==> src/rtl/assert_macros.svh <==
// Assertion macros used by the RTL top level.
`ifndef ASSERT_MACROS_SVH
`define ASSERT_MACROS_SVH

// Property checked on every rising clock edge, off while reset is low.
`define TACPU_ASSERT(lbl, clk, rst_n, prop, msg) \
	lbl: assert property (@(posedge clk) disable iff (!rst_n) (prop)) else $error(msg);

// Condition that must never be true out of reset.
`define TACPU_NEVER(lbl, clk, rst_n, cond, msg) \
	lbl: assert property (@(posedge clk) disable iff (!rst_n) !(cond)) else $error(msg);

`endif

==> src/rtl/tacpu_pkg.sv <==
// Types, codes and constants of the tiny accumulator CPU execute block.
package tacpu_pkg;

	localparam int DataW = 8;
	localparam int RegCount = 4;
	localparam int RegAddrW = 2;
	localparam int ErrW = 2;

	// Error codes carried in a result beat.
	localparam logic [ErrW-1:0] ERR_NONE    = 2'd0;
	localparam logic [ErrW-1:0] ERR_OPCODE  = 2'd1;
	localparam logic [ErrW-1:0] ERR_DIVZERO = 2'd2;
	localparam logic [ErrW-1:0] ERR_HALTED  = 2'd3;

	// Operation selector of the arithmetic unit, instruction bits 5..4.
	localparam logic [1:0] ALU_ADD = 2'd0;
	localparam logic [1:0] ALU_SUB = 2'd1;
	localparam logic [1:0] ALU_MUL = 2'd2;
	localparam logic [1:0] ALU_DIV = 2'd3;

	// Instruction classes, matched against instruction bits 7..2 or 7..6.
	localparam logic [5:0] INSTR_IN    = 6'b110000; // 0xC0..0xC3
	localparam logic [5:0] INSTR_OUT   = 6'b110001; // 0xC4..0xC7
	localparam logic [1:0] INSTR_ARITH = 2'b10;     // 0x80..0xBF
	localparam logic [RegAddrW-1:0] REG_D = 2'd3;

	typedef struct packed {
		logic [DataW-1:0] instr;
		logic [DataW-1:0] in_value;
	} in_t;

	typedef struct packed {
		logic             out_valid;
		logic [DataW-1:0] out_value;
		logic [ErrW-1:0]  error_code;
	} out_t;

	// Request from the sequencer to the arithmetic unit.
	typedef struct packed {
		logic             start;
		logic [1:0]       op;
		logic [DataW-1:0] a;
		logic [DataW-1:0] b;
	} alu_req_t;

endpackage

==> src/rtl/tacpu_alu.sv <==
// Shared arithmetic unit: registered add/subtract, eight-step multiply and divide.
module tacpu_alu (
	input  logic                  clk,
	input  logic                  arst_n,
	input  tacpu_pkg::alu_req_t   req,
	output logic                  done,
	output logic [tacpu_pkg::DataW-1:0] result
);
	import tacpu_pkg::*;

	localparam int CntW = $clog2(DataW);
	localparam logic [CntW-1:0] LastStep = CntW'(DataW - 1);

	logic             busy_q;
	logic             done_q;
	logic [CntW-1:0]  cnt_q;
	logic [1:0]       op_q;
	logic [DataW-1:0] acc_q;   // product, or partial remainder
	logic [DataW-1:0] opa_q;   // multiplicand, or dividend/quotient
	logic [DataW-1:0] opb_q;   // multiplier, or divisor

	logic [DataW:0]   rem_sh;
	logic [DataW:0]   rem_diff;
	logic             rem_ge;

	// restoring divide step
	assign rem_sh   = {acc_q, opa_q[DataW-1]};
	assign rem_ge   = rem_sh >= {1'b0, opb_q};
	assign rem_diff = rem_sh - {1'b0, opb_q};

	always_ff @(posedge clk or negedge arst_n) begin
		if (!arst_n) begin
			busy_q <= 1'b0;
			done_q <= 1'b0;
			cnt_q  <= '0;
		end else begin
			done_q <= 1'b0;
			if (req.start) begin
				cnt_q <= '0;
				if (req.op == ALU_MUL || req.op == ALU_DIV) begin
					busy_q <= 1'b1;
				end else begin
					done_q <= 1'b1;
				end
			end else if (busy_q) begin
				cnt_q <= cnt_q + 1'b1;
				if (cnt_q == LastStep) begin
					busy_q <= 1'b0;
					done_q <= 1'b1;
				end
			end
		end
	end

	always_ff @(posedge clk) begin
		if (req.start) begin
			op_q  <= req.op;
			opa_q <= req.a;
			opb_q <= req.b;
			case (req.op)
				ALU_ADD: acc_q <= req.a + req.b;
				ALU_SUB: acc_q <= req.a - req.b;
				default: acc_q <= '0;
			endcase
		end else if (busy_q) begin
			if (op_q == ALU_MUL) begin
				acc_q <= acc_q + (opb_q[0] ? opa_q : '0);
				opa_q <= {opa_q[DataW-2:0], 1'b0};
				opb_q <= {1'b0, opb_q[DataW-1:1]};
			end else begin
				acc_q <= rem_ge ? rem_diff[DataW-1:0] : rem_sh[DataW-1:0];
				opa_q <= {opa_q[DataW-2:0], rem_ge};
			end
		end
	end

	assign done   = done_q;
	assign result = (op_q == ALU_DIV) ? opa_q : acc_q;

endmodule

==> src/rtl/tiny_accumulator_cpu_execute.sv <==
// Top level of the tiny accumulator CPU execute block.
// Executes one instruction beat at a time on four 8-bit registers A..D and
// returns exactly one result beat per instruction. The input side stalls
// from acceptance until the result is written into the output register:
// loads, input, output, invalid codes, divide by zero and halted beats
// pass accept, issue and finish; add and subtract also wait on the shared
// arithmetic unit; multiply and other divides wait out its eight shift-add
// or restoring-divide steps. A waiting result beat holds only the finish
// step, and the next instruction is accepted while it waits downstream.
// Divide by zero and any code from 0xC8 up halt the block until reset;
// after that every beat answers error code 3 and changes nothing.
`include "assert_macros.svh"

module tiny_accumulator_cpu_execute (
	input  logic              clk,
	input  logic              arst_n,
	input  logic              item_valid,
	output logic              item_stall,
	input  tacpu_pkg::in_t    item,
	output logic              result_valid,
	input  logic              result_stall,
	output tacpu_pkg::out_t   result
);
	import tacpu_pkg::*;

	// sequencer states
	localparam logic [1:0] ST_IDLE  = 2'd0;
	localparam logic [1:0] ST_ISSUE = 2'd1;
	localparam logic [1:0] ST_WAIT  = 2'd2;
	localparam logic [1:0] ST_FIN   = 2'd3;

	logic [1:0]          state_q;
	in_t                 op_q;        // instruction beat under execution
	logic                halted_q;

	// register file: memory plus valid bits that stand for the zero reset
	logic [DataW-1:0]    rf_mem [RegCount];
	logic [RegCount-1:0] rf_vld_q;
	logic [DataW-1:0]    rd_dst_q;
	logic [DataW-1:0]    rd_src_q;
	logic                rf_we;
	logic [RegAddrW-1:0] rf_waddr;
	logic [DataW-1:0]    rf_wdata;

	out_t                res_q;
	logic                res_valid_q;
	logic                out_free;

	alu_req_t            alu_req;
	logic                alu_done;
	logic [DataW-1:0]    alu_result;

	logic                accept;
	logic                is_arith;
	logic                div_zero;
	logic [RegAddrW-1:0] dst;
	logic [RegAddrW-1:0] src;
	out_t                res_d;
	logic                halt_d;

	assign accept     = item_valid && !item_stall;
	assign item_stall = state_q != ST_IDLE;
	assign out_free   = !res_valid_q || !result_stall;

	assign dst      = op_q.instr[3:2];
	assign src      = op_q.instr[1:0];
	assign is_arith = op_q.instr[7:6] == INSTR_ARITH;
	assign div_zero = is_arith && op_q.instr[5:4] == ALU_DIV && rd_src_q == '0;

	// the unit starts on every arithmetic beat that can complete
	assign alu_req.start = state_q == ST_ISSUE && !halted_q && is_arith && !div_zero;
	assign alu_req.op    = op_q.instr[5:4];
	assign alu_req.a     = rd_dst_q;
	assign alu_req.b     = rd_src_q;

	tacpu_alu u_alu (
		.clk    (clk),
		.arst_n (arst_n),
		.req    (alu_req),
		.done   (alu_done),
		.result (alu_result)
	);

	// Finish step: result beat, register write and halt decision.
	always_comb begin
		res_d      = '{out_valid: 1'b0, out_value: '0, error_code: ERR_NONE};
		rf_we      = 1'b0;
		rf_waddr   = REG_D;
		rf_wdata   = op_q.instr;
		halt_d     = 1'b0;
		if (halted_q) begin
			res_d.error_code = ERR_HALTED;
		end else if (!op_q.instr[DataW-1]) begin
			rf_we = 1'b1;     // immediate load into D
		end else if (op_q.instr[7:2] == INSTR_IN) begin
			rf_we    = 1'b1;
			rf_waddr = src;
			rf_wdata = op_q.in_value;
		end else if (op_q.instr[7:2] == INSTR_OUT) begin
			res_d.out_valid = 1'b1;
			res_d.out_value = rd_src_q;
		end else if (is_arith) begin
			if (div_zero) begin
				res_d.error_code = ERR_DIVZERO;
				halt_d           = 1'b1;
			end else begin
				rf_we    = 1'b1;
				rf_waddr = dst;
				rf_wdata = alu_result;
			end
		end else begin
			res_d.error_code = ERR_OPCODE;
			halt_d           = 1'b1;
		end
	end

	// sequencer, halt flag, output register control, register valid bits
	always_ff @(posedge clk or negedge arst_n) begin
		if (!arst_n) begin
			state_q     <= ST_IDLE;
			halted_q    <= 1'b0;
			res_valid_q <= 1'b0;
			rf_vld_q    <= '0;
		end else begin
			// output register: loaded by the finish step, emptied when taken
			if (state_q == ST_FIN && out_free) begin
				res_valid_q <= 1'b1;
			end else if (res_valid_q && !result_stall) begin
				res_valid_q <= 1'b0;
			end
			case (state_q)
				ST_IDLE: begin
					if (accept) begin
						state_q <= ST_ISSUE;
					end
				end
				ST_ISSUE: begin
					state_q <= alu_req.start ? ST_WAIT : ST_FIN;
				end
				ST_WAIT: begin
					if (alu_done) begin
						state_q <= ST_FIN;
					end
				end
				ST_FIN: begin
					if (out_free) begin
						state_q <= ST_IDLE;
						if (halt_d) begin
							halted_q <= 1'b1;
						end
						if (rf_we) begin
							rf_vld_q[rf_waddr] <= 1'b1;
						end
					end
				end
				default: state_q <= ST_IDLE;
			endcase
		end
	end

	// payload registers, register file write and registered reads
	always_ff @(posedge clk) begin
		if (accept) begin
			op_q     <= item;
			rd_dst_q <= rf_vld_q[item.instr[3:2]] ? rf_mem[item.instr[3:2]] : '0;
			rd_src_q <= rf_vld_q[item.instr[1:0]] ? rf_mem[item.instr[1:0]] : '0;
		end
		if (state_q == ST_FIN && out_free) begin
			res_q <= res_d;
			if (rf_we) begin
				rf_mem[rf_waddr] <= rf_wdata;
			end
		end
	end

	assign result_valid = res_valid_q;
	assign result       = res_q;

	// a new result beat only comes out of the finish step
	`TACPU_ASSERT(a_res_from_fin, clk, arst_n, $rose(result_valid) |-> $past(state_q) == ST_FIN, "result beat without finish step")
	// halt is sticky until reset
	`TACPU_ASSERT(a_halt_sticky, clk, arst_n, halted_q |=> halted_q, "halt flag cleared")
	// the arithmetic unit only completes while the sequencer waits for it
	`TACPU_NEVER(a_done_in_wait, clk, arst_n, alu_done && state_q != ST_WAIT, "unit done outside wait")

endmodule

==> config.mk <==
export PLATFORM = sky130hd
export DESIGN_NAME = tiny_accumulator_cpu_execute
export DESIGN_NICKNAME = d
export VERILOG_FILES = /design/src/rtl/tacpu_pkg.sv /design/src/rtl/tacpu_alu.sv /design/src/rtl/tiny_accumulator_cpu_execute.sv
export VERILOG_INCLUDE_DIRS = /design/src /design/src/rtl
export SDC_FILE = /design/constraint.sdc
export NUM_CORES = 1
export LEC_CHECK = 0
export BUFFER_PORTS_ARGS = -buffer_cell sky130_fd_sc_hd__buf_2
export CAP_MARGIN = 40
export CORE_MARGIN = 5
export CORE_UTILIZATION = 35
export DETAILED_ROUTE_END_ITERATION = 16
export GPL_ROUTABILITY_DRIVEN = 0
export HOLD_SLACK_MARGIN = 0.08
export PLACE_DENSITY = 0.48
export SETUP_SLACK_MARGIN = 0.02
export SYNTH_ARGS = -nofsm -noshare
export SYNTH_HDL_FRONTEND = slang
export SYNTH_HIERARCHICAL = 1
export SYNTH_SLANG_ARGS = --single-unit
==> constraint.sdc <==
create_clock -name clk -period 3.2 [get_ports clk]
set_clock_uncertainty 0.2 [all_clocks]
set_input_delay 0.64 -clock clk [delete_from_list [all_inputs] [get_ports clk]]
set_output_delay 0.64 -clock clk [all_outputs]
set_load 0.01 [all_outputs]
# Word-level counts from Yosys, hierarchy flattened
# Memory sizes are Yosys's and may differ from the RTL's. A register that Yosys moved wholly into a read port is not among the register bits.
# Cells that the tools add are included.
dict set report classes {
  addsub 5
  magnitude_cmp 5
  eq_ne 16
  mux 69
  n_bitwise 3
  n_reduce_logical 31
}
# op n
set op_table {}
lappend op_table {{2-to-1 mux 8 bit} 17}
lappend op_table {{2-to-1 mux 1 bit} 30}
lappend op_table {{2-to-1 mux 2 bit} 14}
lappend op_table {{adder 8 bit} 2}
lappend op_table {{one-hot mux 8 bit (2 select lines)} 1}
lappend op_table {{subtractor 8 bit} 2}
lappend op_table {{== test 2 bit, second input constant} 7}
lappend op_table {{== test 6 bit, second input constant} 2}
lappend op_table {{greater-or-equal comparator 9 x 8 -> 1 bit} 1}
lappend op_table {{logical AND 1 bit} 9}
lappend op_table {{less-than comparator 2 x 3 -> 1 bit, second input constant} 3}
lappend op_table {{2-to-1 mux 9 bit} 1}
lappend op_table {{AND reduction 3 bit} 3}
lappend op_table {{logical NOT 8 bit} 1}
lappend op_table {{one-hot mux 2 bit (4 select lines)} 1}
lappend op_table {{nonzero test 2 bit} 4}
lappend op_table {{logical NOT 1 bit} 7}
lappend op_table {{2-to-1 mux 3 bit} 2}
lappend op_table {{binary-select mux 1 bit (select 2 bit)} 2}
lappend op_table {{== test 2 x 1 -> 1 bit, second input constant} 2}
lappend op_table {{logical NOT 2 bit} 2}
lappend op_table {{inequality test 2 x 1 -> 1 bit, second input constant} 2}
lappend op_table {{inequality test 2 bit, second input constant} 2}
lappend op_table {{bitwise OR 4 bit} 1}
lappend op_table {{9 further kinds} 11}
dict set report totals {
  ff_bits 66
  ramBits 32
  inputBits 20
  output_inout_bits 13
  elab_cells 146
  mem_count 1
}
# memory words word_bits read_ports rd_clocked_by_memory_dff wr line_no
set memory_table {}
lappend memory_table {rf_mem 4 8 2 2 1 tiny_accumulator_cpu_execute.sv:37} ;# logic [DataW-1:0] rf_mem [RegCount];

# Longest topological paths before layout
# Gate-level depths: netlist (run 1).
dict set report depth {
  depth_word 14
  mapped_depth 11
  ltp_nobuf 11
}

# Hierarchy
# The synthesis (run 1) kept the hierarchy.
# mod n_inst cells_each area_each_um2 seq_area_each_um2
set by_module_without_submodules {}
lappend by_module_without_submodules {tiny_accumulator_cpu_execute 1 221 3674.8 2452.4}
lappend by_module_without_submodules {tacpu_alu 1 304 2865.2 905.9}

# Worst setup path before layout (run 1)
# OpenSTA, ideal clock, no wires.
dict set report synth_timing {
  path_type {input to register}
  startpoint {in result_stall}
  endpoint {mem rf_mem[1][0] (enable)}
  setup_time_ns 0.383
  t_arrival_ns 2.863
  required_ns 2.617
  slack_ns -0.247
  cell_stages 4
  n_path_buf 0
  cell_sequence {a21boi_0 > o211a_2 > nand3_1 > nor3_1}
}
dict set report synth_between {
  elab_chain_len 5
}
# item line_no
set synth_lines {}
lappend synth_lines {{from (decl)} tiny_accumulator_cpu_execute.sv:21} ;# input logic result_stall,
lappend synth_lines {{logical NOT 1 bit} tiny_accumulator_cpu_execute.sv:63} ;# assign out_free = !res_valid_q || !result_stall;
lappend synth_lines {{logical OR 1 bit} tiny_accumulator_cpu_execute.sv:63}
lappend synth_lines {{logical AND 1 bit} tiny_accumulator_cpu_execute.sv:168} ;# if (state_q == ST_FIN && out_free) begin
lappend synth_lines {{2-to-1 mux 1 bit} tiny_accumulator_cpu_execute.sv:168}
lappend synth_lines {{2-to-1 mux 1 bit (implied by the code)} tiny_accumulator_cpu_execute.sv:171} ;# rf_mem[rf_waddr] <= rf_wdata;
lappend synth_lines {{to (decl)} tiny_accumulator_cpu_execute.sv:37}
# Every way passes these cells.

# Worst setup path in the final report (run 1)
dict set report layout_timing {
  startpoint {reg rd_src_q[0] (read register of rf_mem)}
  endpoint {reg u_alu.acc_q[6], data pin}
}
dict set report layout_between {
  elab_chain_len 5
  word_cells_on_any_way 8
  cone_classes {add/sub (2); mux (2); reduce/logical (4)}
}
# item line_no
set layout_lines {}
lappend layout_lines {{from (decl)} tiny_accumulator_cpu_execute.sv:40} ;# logic [DataW-1:0] rd_src_q;
lappend layout_lines {{branches (longest 4 deep; another with subtractor 8 bit)} -}
lappend layout_lines {{2-to-1 mux 8 bit *} tacpu_alu.sv:56} ;# if (req.start) begin
lappend layout_lines {{to (signal assigned)} tacpu_alu.sv:61} ;# ALU_ADD: acc_q <= req.a + req.b;
lappend layout_lines {{to (signal assigned)} tacpu_alu.sv:62} ;# ALU_SUB: acc_q <= req.a - req.b;
lappend layout_lines {{to (signal assigned)} tacpu_alu.sv:67} ;# acc_q <= acc_q + (opb_q[0] ? opa_q : '0);
lappend layout_lines {{to (decl)} tacpu_alu.sv:18} ;# logic [DataW-1:0] acc_q;
# Every way passes the cells marked *.
# A chain may end at the register's enable or synchronous reset.

==> reports/qor.yml, run 1 <==
run_status: "complete, no violations"
synth_cell_types: 78
syn2layout_area_growth_pct: 17.8
antenna_found_initial: 0
clkTransAtPathRegs_ps: 60
n_antenna_cell: 0
grt_max_degree: 33
vias: 4422
drc: 0
die_w_um: 147
r2r-start: "rd_src_q[0]"
hp-class: "in -> reg"
finalWirelength_um: 16400
path_class: "reg -> reg"
wl_met3_um: 851
vias_per_cell: 5.31
cts-root-buf: "clkbuf_16"
hold_viol_final: 0
synth-adder-area-share: 0.0685
synth-seq-area-share: 0.513
synthArstFlopShare: 0.114
ctsResizeCount: 0
postSynthCellCount: 525
grt_pass1_wl_um: 26100
dr.pass1.iters: 6
row_count: 50
drive_above_1_share: 0.245
clk_latency_ps: 420
ant_nets: 0
startpoint_type: "register"
ys_seq_elements: 114
core_um2: 18600
cts_sinks: 114
synth_mux_area_frac: 0.0989
placed_area_um2: 7090
cts_tree: "done"
synthFlopType: "edfxtp_1"
port_buffers: 32
cp_max_fo: 6
rsz0062_at_grt: "no"
finalSetupViolCount: 0
fmax_mhz: 343
synth-simple-area-share: 0.129
grt_util_all_layers: 0.159
postCtsSetupBuffers: 0
swShare: 0.328
peakVddDrop_mv: 0.386
worstMarginPinSlew_ps: 736
fin_crit_sh: 0.912
yosys_warnings: 6
syn_avg_cell_area_um2: 12.5
floorplan.initialDensity: 0.352
required_ps: 3250
nets: 640
grt_pass1_vias: 4551
dp_worst_setup_slack_ps: 291
p_leak_nw: 2.89
critPathArrivalTime_ps: 2960
maxCapViolCount: 0
synth_top_family_by_area: "compound AO/OA/AOI/OAI gates"
fin_tns_setup_ps: 0
syn-num-nets: 579
power_density_nw_per_um2: 771
synth-edff-count: 101
maxSlewViolCount: 0
pwr-share-comb: 0.301
die_h_um: 147
wl_met1_um: 7290
hp-start: "item[6]"
intPower_mw: 4.00
period_minus_slack_ps: 2920
die_area_um2: 21500
io_pins: 33
startpoint: "rd_src_q[0]"
maxSlewHeadroom: 0.508
pwr-share-seq: 0.370
fin_ws_ps: 282
synth-compound-area-share: 0.132
dp_hpwl_um: 12400
stdcell_area_um2: 7710
totalPowerFinal_mw: 5.94
route.met2.wl_um: 7790
drt-wirelength-per-cell_um: 19.7
endpoint_kind: "register"
overflow: 0
clockPowerShare: 0.329
top_layer: "met4"
synth_xor_area_frac: 0.0228
cts_buffer_depth: 2
p_sw_mw: 1.95
cts_made_buffers: 17
first_iter_violations: 233
htree_levels: 4
syn_area_um2: 6540
==> area by class of cell <==
cell class	instances	area (um2)
fill	1718	10900
tap	234	293
sequential	114	3360
multi-input combinational	357	2950
clock inverter	14	179
clock buffer	18	429
inverter	41	154
timing repair buffer	55	343
==> cell families (layout without fill, tap and decap cells) <==
logic type,after synthesis,after routing
flops,114,114
fa+ha+maj,34,34
buf+inv,54,128
compound gates,113,113
mux,40,40
xor+xnor,17,17
simple gates,153,153
==> cells in the final DEF, fill, tap and decap left out, types with 5 or more instances in the layout <==
cell type  synthesis  final
a21o_1             5      5
a21oi_1           15     15
a31oi_1            5      5
and2_1            19     19
and3_1             7      7
buf_2              3     32
buf_4              0     21
clkbuf_16          0     17
dfrtp_1           13     13
edfxtp_1         101    101
ha_1              31     31
inv_1             41     41
mux2_2            17     17
mux2i_1            5      5
mux4_2            18     18
nand2_1           28     28
nand3_1           11     11
nor2_1            27     26
nor2b_1           26     26
nor3_1            12     12
o21a_1             7      7
o21ai_0           26     26
xnor2_1           14     14
==> per-stage QoR <==
step,hold slack (ps),std cells,utilization
after floorplan,144,525,-
after global placement,246,798,0.380
after detailed placement,269,800,0.381
after CTS,174,833,0.415
after global routing,177,833,0.415
final,194,833,0.415
==> sequential cells by signal (all words and copies together) (netlist names) <==
name and cells:
rf_vld_q 4, halted_q 1, op_q 12, u_alu/op_q 2
rf_mem 32, u_alu/cnt_q 3, state_q 2, alu_req 2
u_alu/acc_q 8, u_alu/done 1, result 11, rd_dst_q 8
u_alu/opb_q 8, u_alu/busy_q 1, result_valid 1, dst 2
rd_src_q 8, u_alu/opa_q 8
==> what timing repair did <==
item                                   in CTS  in global routing
hold buffers                                1                  0
endpoints found under the hold margin      13                  0
setup endpoints to repair                   0                  0
==> routing by layer <==
layer / vias to the layer above / GRT usage
met3: 37 / 0.0395
met1: 2150 / 0.206
met2: 120 / 0.257
li1: 2115 / -
met4: 0 / 0.0682
met5: - / 0
==> worst max-delay path, cell delays in order (launching register included) <==
cell and delay [ps]:
edfxtp_1 550, inv_1 80, ha_1 290, mux2_2 290
fa_1 440, nor2b_1 110, o21ai_0 100, a21oi_1 230
mux2i_1 220, nor2_1 60, a211oi_1 170
==> path summary, 6_finish.rpt <==
check / to / cells past startpoint / slack (ps)
min in group asynchronous: state_q[1] / 2 / 450
worst min-delay path: op_q[6] / 1 / 190
worst max-delay path: u_alu/acc_q[6] / 10 / 280
worst max register to register: u_alu/acc_q[6] / 10 / 280
max in group asynchronous: rf_vld_q[2] / 2 / 2090
worst min register to register: rf_vld_q[0] / 2 / 280
==> power by group through the flow <==
| stage | combinational [mW] | clock [mW] | sequential [mW] |
|---|---|---|---|
| 3_3_place_gp | 1.77 | 0 | 2.24 |
| 3_5_place_dp | 1.79 | 0 | 2.24 |
| 2_1_floorplan | 1.28 | 0 | 2.16 |
| 4_1_cts | 1.80 | 1.99 | 2.21 |
| 6_report | 1.79 | 1.96 | 2.20 |
| 5_1_grt | 1.99 | 2.06 | 2.24 |
==> cell usage after synthesis (4+ instances only) <==
master,n,area [um2]
dfrtp_1,13,325
mux2i_1,5,50.1
and3_1,7,43.8
edfxtp_1,101,3030
ha_1,31,388
nor3_1,12,60.1
nor4_1,4,25.0
nor2_1,27,101
o21a_1,7,52.6
nor2b_1,26,163
a211oi_1,4,30.0
nand2_1,28,105
and2_1,19,119
o21ai_0,26,130
clkbuf_1,7,26.3
a21oi_1,15,75.1
nand3_1,11,55.1
nand2b_1,4,25.0
mux2_2,17,191
a31oi_1,5,31.3
mux4_2,18,405
xnor2_1,14,123
inv_1,41,154
a21o_1,5,37.5
Power figures use the tool's default switching activity.
==> inputs of run 2 (changes only) <==
- PLACE_DENSITY: 0.48 -> 0.46
- clock period: 3.2 -> 2.8 ns (I/O delays scaled with it)
==> reports/qor.yml, run 2 (same netlist as run 1, synthesis figures left out) <==
r2r_cells: 10  # unchanged
floorplan.initialDensity: 0.352  # unchanged
drive_above_1_share: 0.301  # +0.0560
cts_buffer_depth: 2  # unchanged
largest_reg_flops: 32  # unchanged
use_met3: 0.0355  # -0.00401
startpoint_type: "register"
cts-root-buf: "clkbuf_16"
fin_crit_sh: 0.962  # +0.0500
ant_nets: 0  # unchanged
reg2reg_setup_slack_ps: 110  # -180 ps
period_minus_slack_ps: 2690  # -225 ps
hp-class: "in -> reg"
drt-wirelength-per-cell_um: 19.8  # +0.71%
cts_sinks: 114  # unchanged
use_met2: 0.279  # +0.0221
regArea_um2: 3360  # unchanged
maxCapViolCount: 0  # unchanged
grt_pass1_vias: 4597  # +1.0%
syn2layout_area_growth_pct: 22.0
path_class: "reg -> reg"
core_um2: 18600  # unchanged
die_h_um: 147  # unchanged
hold_end: "op_q[2]"
multi_input_area_um2: 3020  # +2.3%
required_ps: 2850  # -400 ps
p_leak_nw: 3.04  # +5.0%
grt_pass1_wl_um: 26500  # +1.4%
power_density_nw_per_um2: 878  # +14%
peakVddDrop_mv: 0.446  # +16%
hold_path_depth: 1  # unchanged
final_cells: 861  # +3.4%
grt_max_degree: 33  # unchanged
reg2reg_to: "u_alu/acc_q[6]"
maxSlewHeadroom: 0.568  # +0.0604
finalSetupViolCount: 0  # unchanged
numPlacedInstances: 822  # +2.8%
hp-start: "item[2]"
mostFrequentLayoutCells: "101 x edfxtp_1, 50 x buf_4, 40 x inv_1"
largest_register: "rf_mem"
r2r-start: "rd_src_q[0]"
die_area_um2: 21500  # unchanged
antenna_found_initial: 0  # unchanged
finalWirelength_um: 17100  # +4.1%
fill_cells: 1747  # +1.7%
dr.pass1.iters: 5  # -1
layout_commonest_cell: "edfxtp_1"
met1_usage: 0.208  # +0.00293
die_w_um: 147  # unchanged
clkTransAtPathRegs_ps: 60  # about the same
cts_tree: "done"
row_count: 50  # unchanged
maxSlewViolCount: 0  # unchanged
endpoint_kind: "register"
overflow: 0  # unchanged
htree_levels: 4  # unchanged
fmax_mhz: 371  # +8.3%
port_buffers: 32  # unchanged
cp_max_fo: 5  # -1
cts_made_buffers: 17  # unchanged
io_pins: 33  # unchanged
nets: 668  # +4.4%
worstMarginPinSlew_ps: 646  # -89.2 ps
first_iter_violations: 250  # +7.3%
clk_latency_ps: 420  # about the same
busiest_layer: "met2"
run_status: "complete, no violations"
n_antenna_cell: 0  # unchanged
vias_per_cell: 5.19  # -2.2%
hold_ws_ps: 121  # -73.2 ps
hold_viol_final: 0  # unchanged
grt_util_all_layers: 0.162  # +0.00245
vias: 4470  # +1.1%
dp_hpwl_um: 12900  # +3.5%
drc: 0  # unchanged
rsz0062_at_grt: "yes"
critPathArrivalTime_ps: 2750  # -210 ps
## run 2: cell types whose count changed in the layout (fill, tap and decap cells not counted), moves of 2 or more
| cell | before | now |
|---|---|---|
| nor2b_1 | 26 | 23 |
| nor2b_2 | 0 | 2 |
| buf_4 | 21 | 50 |
| a21oi_1 | 15 | 13 |
| a21oi_2 | 1 | 3 |
## run 2: routing by layer
metal,vias to the layer above,share of wire
met5,-,0
met1,2206,0.45
met3,12,0.038
met2,85,0.50
met4,0,0.0091
li1,2167,-
## run 2: metrics by stage
stage	setup slack (ps)	util	TNS, ps	cell area, um2	total power, mW
detailed placement	-34.0	0.390	-34.0	7250	4.71
CTS	37.8	0.424	0	7870	6.98
global placement	-38.8	0.390	-38.8	7240	4.67
finish	107	0.429	0	7980	7.01
global route	-55.0	0.429	-61.0	7980	7.41
floorplan	60.0	-	0	6550	3.94
## run 2: how the worst max path moves through the flow
stage                   start        endpoint  cells past startpoint
6_report          rd_src_q[0]  u_alu/acc_q[6]                     10
3_3_place_gp   u_alu/opb_q[0]  u_alu/acc_q[6]                     11
2_1_floorplan     alu_req[17]  u_alu/acc_q[6]                     10
5_1_grt           rd_src_q[0]  u_alu/acc_q[6]                     10
3_5_place_dp   u_alu/opb_q[0]  u_alu/acc_q[6]                     11
4_1_cts           rd_src_q[0]  u_alu/acc_q[6]                     10
## run 2: where the power goes
part,switching [mW],internal (mW),leakage [nW]
Clock,0.832,1.42,0.290
Sequential,0.229,2.26,1.06
Combinational,1.25,1.02,1.69
Total,2.31,4.70,3.04
## run 2: repair_timing
| action | 4_1_cts | 5_1_grt |
|---|---|---|
| setup buffers | 0 | 6 |
| endpoints found under the setup margin | 1 | 4 |
| gates cloned | 0 | 0 |
| pin swaps | 1 | 13 |
| hold buffers | 1 | 0 |
| endpoints found under the hold margin | 13 | 0 |
| gates resized for setup | 1 | 17 |
## run 2: final cells by class
cell class                 count  share of cell area
tap                          234              0.0367
inverter                      41              0.0196
clock inverter                13              0.0220
multi-input combinational    357               0.378
clock buffer                  19              0.0542
timing repair buffer          83              0.0684
sequential                   114               0.421
## run 2: critical path, cell delays in order (launching register included)
cell and delay (ps):
edfxtp_1 450, inv_1 70, ha_1 270, mux2_4 300, fa_2 410, nor2b_2 150
o21ai_2 80, a21oi_2 180, mux2i_1 200, nor2_1 60, a211oi_1 150
